**src/rtl/cts_pkg.sv**
```systemverilog
package cts_pkg;

	localparam int XTE_W      = 25;
	localparam int CDEG_W     = 16;
	localparam int ISUM_W     = 26;
	localparam int PROD_W     = 43;
	localparam int SUM_W      = 44;
	localparam int CV_W       = 48;
	localparam int Z_W        = 24;
	localparam int ATAN_N     = 24;
	localparam int ITER_W     = 5;
	localparam int CFG_IDX_W  = 3;
	localparam int CFG_DATA_W = 24;
	localparam int OP_W       = 4;

	localparam int CORDIC_STEPS_DEF = 16;

	// register indexes
	localparam logic [CFG_IDX_W-1:0] CFG_KI    = 3'd0;
	localparam logic [CFG_IDX_W-1:0] CFG_KD    = 3'd1;
	localparam logic [CFG_IDX_W-1:0] CFG_MAXA  = 3'd2;
	localparam logic [CFG_IDX_W-1:0] CFG_STEP  = 3'd3;
	localparam logic [CFG_IDX_W-1:0] CFG_LOOK  = 3'd4;
	localparam logic [CFG_IDX_W-1:0] CFG_LIMIT = 3'd5;

	localparam logic [15:0] KI_RST    = 16'd4096;
	localparam logic [15:0] KD_RST    = 16'd4096;
	localparam logic [6:0]  MAXA_RST  = 7'd30;
	localparam logic [13:0] STEP_RST  = 14'd2000;
	localparam logic [16:0] LOOK_RST  = 17'd5000;
	localparam logic [23:0] LIMIT_RST = 24'd2500;

	// floor(a/5) = (a*RECIP5)>>18 for a < 2^17
	localparam logic [15:0] RECIP5 = 16'd52429;
	// floor(m*17453/10000) = (m*HW_MUL)>>30 for m < 36000
	localparam logic [30:0] HW_MUL = 31'd1874001607;

	// datapath operations
	localparam logic [OP_W-1:0] OP_NONE   = 4'd0;
	localparam logic [OP_W-1:0] OP_LOAD   = 4'd1;
	localparam logic [OP_W-1:0] OP_WIN    = 4'd2;
	localparam logic [OP_W-1:0] OP_ACC    = 4'd3;
	localparam logic [OP_W-1:0] OP_CLAMP  = 4'd4;
	localparam logic [OP_W-1:0] OP_MULI   = 4'd5;
	localparam logic [OP_W-1:0] OP_MULD   = 4'd6;
	localparam logic [OP_W-1:0] OP_SUM    = 4'd7;
	localparam logic [OP_W-1:0] OP_ITER   = 4'd8;
	localparam logic [OP_W-1:0] OP_ROUND  = 4'd9;
	localparam logic [OP_W-1:0] OP_CLIP   = 4'd10;
	localparam logic [OP_W-1:0] OP_TURN   = 4'd11;
	localparam logic [OP_W-1:0] OP_STEER  = 4'd12;
	localparam logic [OP_W-1:0] OP_MAG    = 4'd13;
	localparam logic [OP_W-1:0] OP_WORD   = 4'd14;
	localparam logic [OP_W-1:0] OP_FINISH = 4'd15;

	typedef struct packed {
		logic [OP_W-1:0] op;
	} cts_cmd_t;

	typedef struct packed {
		logic gate;
		logic cordic_last;
		logic out_free;
	} cts_stat_t;

	// atan(2^-i) in 2^-16 degree
	function automatic logic [Z_W-1:0] atan_lut(input logic [ITER_W-1:0] i);
		logic [Z_W-1:0] r;
		case (i)
			5'd0:  r = 24'd2949120;
			5'd1:  r = 24'd1740967;
			5'd2:  r = 24'd919879;
			5'd3:  r = 24'd466945;
			5'd4:  r = 24'd234379;
			5'd5:  r = 24'd117304;
			5'd6:  r = 24'd58666;
			5'd7:  r = 24'd29335;
			5'd8:  r = 24'd14668;
			5'd9:  r = 24'd7334;
			5'd10: r = 24'd3667;
			5'd11: r = 24'd1833;
			5'd12: r = 24'd917;
			5'd13: r = 24'd458;
			5'd14: r = 24'd229;
			5'd15: r = 24'd115;
			5'd16: r = 24'd57;
			5'd17: r = 24'd29;
			5'd18: r = 24'd14;
			5'd19: r = 24'd7;
			5'd20: r = 24'd4;
			5'd21: r = 24'd2;
			5'd22: r = 24'd1;
			default: r = 24'd0;
		endcase
		return r;
	endfunction

	// reduce into 0..35999 for inputs in -36000..107999
	function automatic logic [CDEG_W-1:0] wrap_cdeg(input logic signed [18:0] v);
		logic signed [18:0] r;
		if (v < 19'sd0)
			r = v + 19'sd36000;
		else if (v >= 19'sd72000)
			r = v - 19'sd72000;
		else if (v >= 19'sd36000)
			r = v - 19'sd36000;
		else
			r = v;
		return r[CDEG_W-1:0];
	endfunction

endpackage

```
**src/rtl/cts_ctrl.sv**
```systemverilog
module cts_ctrl (
	input  logic               clk,
	input  logic               arst_n,
	input  logic               s_tvalid,
	output logic               s_tready,
	input  cts_pkg::cts_stat_t stat,
	output cts_pkg::cts_cmd_t  cmd
);

	localparam logic [3:0] ST_IDLE  = 4'd0;
	localparam logic [3:0] ST_WIN   = 4'd1;
	localparam logic [3:0] ST_ACC   = 4'd2;
	localparam logic [3:0] ST_CLAMP = 4'd3;
	localparam logic [3:0] ST_MULI  = 4'd4;
	localparam logic [3:0] ST_MULD  = 4'd5;
	localparam logic [3:0] ST_SUM   = 4'd6;
	localparam logic [3:0] ST_ITER  = 4'd7;
	localparam logic [3:0] ST_ROUND = 4'd8;
	localparam logic [3:0] ST_CLIP  = 4'd9;
	localparam logic [3:0] ST_TURN  = 4'd10;
	localparam logic [3:0] ST_STEER = 4'd11;
	localparam logic [3:0] ST_MAG   = 4'd12;
	localparam logic [3:0] ST_WORD  = 4'd13;
	localparam logic [3:0] ST_DONE  = 4'd14;

	logic [3:0] state_q;
	logic [3:0] state_d;

	assign s_tready = (state_q == ST_IDLE);

	always_comb begin
		state_d = state_q;
		cmd.op  = cts_pkg::OP_NONE;
		case (state_q)
			ST_IDLE: begin
				if (s_tvalid) begin
					cmd.op  = cts_pkg::OP_LOAD;
					state_d = stat.gate ? ST_WIN : ST_IDLE;
				end
			end
			ST_WIN:   begin cmd.op = cts_pkg::OP_WIN;   state_d = ST_ACC;   end
			ST_ACC:   begin cmd.op = cts_pkg::OP_ACC;   state_d = ST_CLAMP; end
			ST_CLAMP: begin cmd.op = cts_pkg::OP_CLAMP; state_d = ST_MULI;  end
			ST_MULI:  begin cmd.op = cts_pkg::OP_MULI;  state_d = ST_MULD;  end
			ST_MULD:  begin cmd.op = cts_pkg::OP_MULD;  state_d = ST_SUM;   end
			ST_SUM:   begin cmd.op = cts_pkg::OP_SUM;   state_d = ST_ITER;  end
			ST_ITER: begin
				cmd.op = cts_pkg::OP_ITER;
				if (stat.cordic_last)
					state_d = ST_ROUND;
			end
			ST_ROUND: begin cmd.op = cts_pkg::OP_ROUND; state_d = ST_CLIP;  end
			ST_CLIP:  begin cmd.op = cts_pkg::OP_CLIP;  state_d = ST_TURN;  end
			ST_TURN:  begin cmd.op = cts_pkg::OP_TURN;  state_d = ST_STEER; end
			ST_STEER: begin cmd.op = cts_pkg::OP_STEER; state_d = ST_MAG;   end
			ST_MAG:   begin cmd.op = cts_pkg::OP_MAG;   state_d = ST_WORD;  end
			ST_WORD:  begin cmd.op = cts_pkg::OP_WORD;  state_d = ST_DONE;  end
			ST_DONE: begin
				if (stat.out_free) begin
					cmd.op  = cts_pkg::OP_FINISH;
					state_d = ST_IDLE;
				end
			end
			default: state_d = ST_IDLE;
		endcase
	end

	always_ff @(posedge clk or negedge arst_n) begin
		if (!arst_n)
			state_q <= ST_IDLE;
		else
			state_q <= state_d;
	end

endmodule

```
**config.mk**
```make
export PLATFORM = sky130hd
export DESIGN_NAME = cts_ctrl
export DESIGN_NICKNAME = d
export VERILOG_FILES = /design/src/rtl/cts_pkg.sv /design/src/rtl/cts_ctrl.sv
export SDC_FILE = /design/constraint.sdc
export NUM_CORES = 1
export LEC_CHECK = 0
export BUFFER_PORTS_ARGS = -buffer_cell sky130_fd_sc_hd__buf_2
export CAP_MARGIN = 20
export CORE_AREA = 2 2 39 41
export DETAILED_ROUTE_END_ITERATION = 6
export DIE_AREA = 0 0 41 43
export RECOVER_POWER = 100
export SYNTH_ARGS = -nofsm -noshare
export SYNTH_HDL_FRONTEND = slang
export SYNTH_SLANG_ARGS = --single-unit
```
**constraint.sdc**
```tcl
create_clock -name clk -period 1.4 [get_ports clk]
set_clock_uncertainty 0.2 [all_clocks]
set_input_delay 0.07 -clock clk [delete_from_list [all_inputs] [get_ports clk]]
set_output_delay 0.07 -clock clk [all_outputs]
set_load 0.02 [all_outputs]
```
Word level (Yosys, flattened, before mapping). Cells that the tools add are included.

Logic and storage cells: 28. Input bits: 6. Bits in registers: 4.

Reductions and logical operators: 2. Mux-type cells: 8. Eq/ne operators: 17.

Operators by type and width (number): one-hot mux 4 bit (15 select lines) (2); equality test 4 bit (second input constant) (7); equality test 4 x 3 -> 1 bit (second input constant) (4); 2-to-1 mux 4 bit (4); equality test 4 x 2 -> 1 bit (second input constant) (2); inequality test 2 bit (second input constant) (3); equality test 4 x 1 -> 1 bit (second input constant) (1); zero test 4 bit (1); AND reduction 3 bit (1); 2-to-1 mux 1 bit (2).

Logic depth before layout (Yosys ltp).
Depth in word-level cells: 3. Mapped depth: 4.

Worst setup path before layout. OpenSTA, ideal clock, no wires.

Path kind: flip-flop to output port. Start point: register state_q[2]. End point: output s_tready. Cell stages (with the launch flop): 3. Buffers on the path: 1. Arrival time: 1238 ps. Slack: -108 ps. Data required time: 1130 ps. Cells stage by stage: dfrtp_1 -> buf_4 -> nor4_1.

Cells in the longest elaborated chain, start to end: 1.

Ends and longest elaborated chain: start: declaration (line cts_ctrl.sv:26) `logic [3:0] state_q;`; start signal: assignment (line cts_ctrl.sv:72) `state_q <= state_d;`; zero test 4 bit (line cts_ctrl.sv:29) `assign s_tready = (state_q == ST_IDLE);`; end: declaration (line cts_ctrl.sv:5) `output logic s_tready,`.

No other way between the ends.

==> metrics.txt <==
outcome=finished, violations left; failing checks=negative setup slack; Max FO, Critical Path=6; Static Leakage=roughly 0.00027 uW; root buf cell=clkbuf_4; synth-to-layout area growth=87.9%; IO Port Bufs=10; setup ws final=-0.175 ns; reg2reg start=state_q[2]; All-Layer GR Usage=roughly 13%; DR top layer=met4; CP bufs+invs=3; antenna cells=0; crit-path most repeated cell=buf_4; Die Area=about 0.0018 mm^2; Power per Cell Area=~2700 mW/mm^2; synthesized cell area=309 um^2; TritonCTS clock tree=built; nets=between 70 and 80; Final Critical Period=between 1.5 and 2 ns; Synthesized Nets=46; drt first pass iters=3; worst hold path class=in -> reg; # rows=14; share of post-route cells with drive strength above 1=between 50% and 60%; Post-route DRC=0; Largest register FFs=4; global-route wire length before repair=between 1.5 and 2 mm; DR WL met3=53 um; post-synthesis register bit count=4; final hold viol count=0; Slew HR=a little under nine tenths; crit path DAT=1.31 ns; Placement Setup Slack=about 0.023 ns; WL/cell=approximately 12 um; TritonCTS Buffers=3; fmax=0.635 GHz; Final Cycle Share=113%; Vias=approximately 400; initial antenna violation count=0; crit start category=flop; Synth Instances=40; most common cell after layout, fill and taps aside=buf_4; CP startpoint=state_q[1]; sequential fraction of the synthesis area=roughly a third; gr ovfl total=0; crit path kind=reg -> out; RSZ-0062 raised after global routing=true; WL met2=approximately 500 um; synth warn=0; max_cap viols=0; Routed Antenna Nets=0; initial cell density of the core=22.3%; metal1 wirelength=roughly 410 um; VDD IR max=1.24 mV; Worst setup EP type=primary output; register clock-pin slew on the reported worst setup and hold paths=0.04 ns; Tot Pwr=~1600 uW; Yosys cell types=21; Critical Path, Cell by Cell=buf_4 -> inv_2 -> a211o_1 -> o21ai_1 -> buf_4; CP max-delay cell=dfrtp_1; most frequent cells in the layout=buf_4 (13), a21oi_1 (5), buf_2 (5), buf_6 (5), nand2_1 (4); Die Y=around 43 um; 1st-iter DRT viols=9; Final Max Slew Viols=0; final HPWL from detailed placement=slightly below 700 um; clock insertion delay at the later pin of the skew report=~0.24 ns; WP data required=1.13 ns; Largest Register=state_q; Worst Tran Pin Value=around 0.21 ns; Hold Path Origin=stat[0]; H-tree levels=1; worst hold margin=a little over 0.09 ns; Die Width=between 40 and 50 um; Sink Count=4; critical path's largest stage delay=about 0.38 ns; CP delay by family, top=buffers and inverters; Finish-stage setup viols=6; area of the core=between 0.001 and 0.0015 mm^2; largest net degree at the start of global routing=9; gpl congestion=roughly 0.83; vias in the first global route=360; biggest regs=state_q: 4 flops; WL final=983 um; IO Pins=11; syn avg cell area=7.73 um^2; maximum root-to-sink buffer count=2; DR vias/cell=a little under 5
==> per-stage QoR <==
| stage | instances | cell area (um^2) | TNS, ns | utilization [%] |
|---|---|---|---|---|
| 2_1_floorplan | 40 | 322 | 0 | - |
| 3_3_place_gp | 71 | 432 | 0 | 31.2 |
| 3_5_place_dp | 71 | 432 | 0 | 31.2 |
| 4_1_cts | 80 | 538 | -0.748 | 38.9 |
| 5_1_grt | 82 | 581 | -1.05 | 42.0 |
| 6_report | 82 | 581 | -0.712 | 42.0 |
==> routing by layer <==
layer / GRT usage [%] / vias to the layer above
li1: - / 202
met1: 17.1 / 189
met2: 18.1 / 9
met3: 2.09 / 2
met4: 9.33 / 0
met5: 0 / -
==> worst reg2reg max path: stages, from the launching register on <==
cell	delay (ns)
dfrtp_1	0.40
buf_6	0.14
buf_4	0.13
buf_6	0.12
nor2b_4	0.11
o22ai_1	0.09
a21oi_1	0.08
==> power by group <==
part	internal [uW]	leakage [uW]	switching (uW)
Combinational	613	0.000210	568
Sequential	181	0.0000452	78.0
Clock	96.3	0.0000138	53.0
==> area by class of cell <==
type | instances | area (um^2)
multi-input cells | 30 | 216
fillers | 146 | 803
clock buffers | 3 | 22.5
well taps | 16 | 20.0
flip-flops and latches | 4 | 101
inverters | 3 | 11.3
repair buffers | 26 | 209
==> synth_stat cells <==
library cell,n,area share (%)
a41oi_1,1,2.8
nor2b_1,1,2.0
a211o_1,1,2.8
nor2b_4,1,4.5
a21oi_1,6,9.7
inv_1,1,1.2
o221a_2,1,3.6
inv_2,2,2.4
a31oi_1,1,2.0
nand2_1,4,4.9
o21ai_0,4,6.5
buf_4,2,4.9
buf_2,1,1.6
o22ai_1,1,2.0
a311oi_1,1,2.8
nor4_1,2,4.0
a21o_1,1,2.4
or3_1,1,2.0
nor3_1,1,1.6
dfrtp_1,4,32
nor2_1,3,3.6
==> final timing paths <==
kind,end,slack [ns],cells past startpoint
setup / recovery,cmd[1],-0.18,5
hold / removal,state_q[1],0.09,4
setup reg to reg,state_q[1],0,6
hold reg to reg,state_q[1],0.43,2
max in group asynchronous,state_q[3],0.26,3
min in group asynchronous,state_q[0],0.54,3
==> cells by family (layout without fill, tap and decap cells) <==
kind of cell    count (synthesis)  in the layout  share of synthesized area, %
flops                           4              4                          32.4
compound gates                 17             17                          34.8
simple gates                   13             13                          22.7
buf+inv                         6             32                          10.1
==> what timing repair did <==
action	4_1_cts	5_1_grt
buffers inserted	3	2
gates resized for setup	10	9
hold buffers	3	0
setup endpoints to repair	5	6
endpoints found under the hold margin	6	0
pin swaps	3	6
No activity file was read; power rests on OpenSTA's default activity.
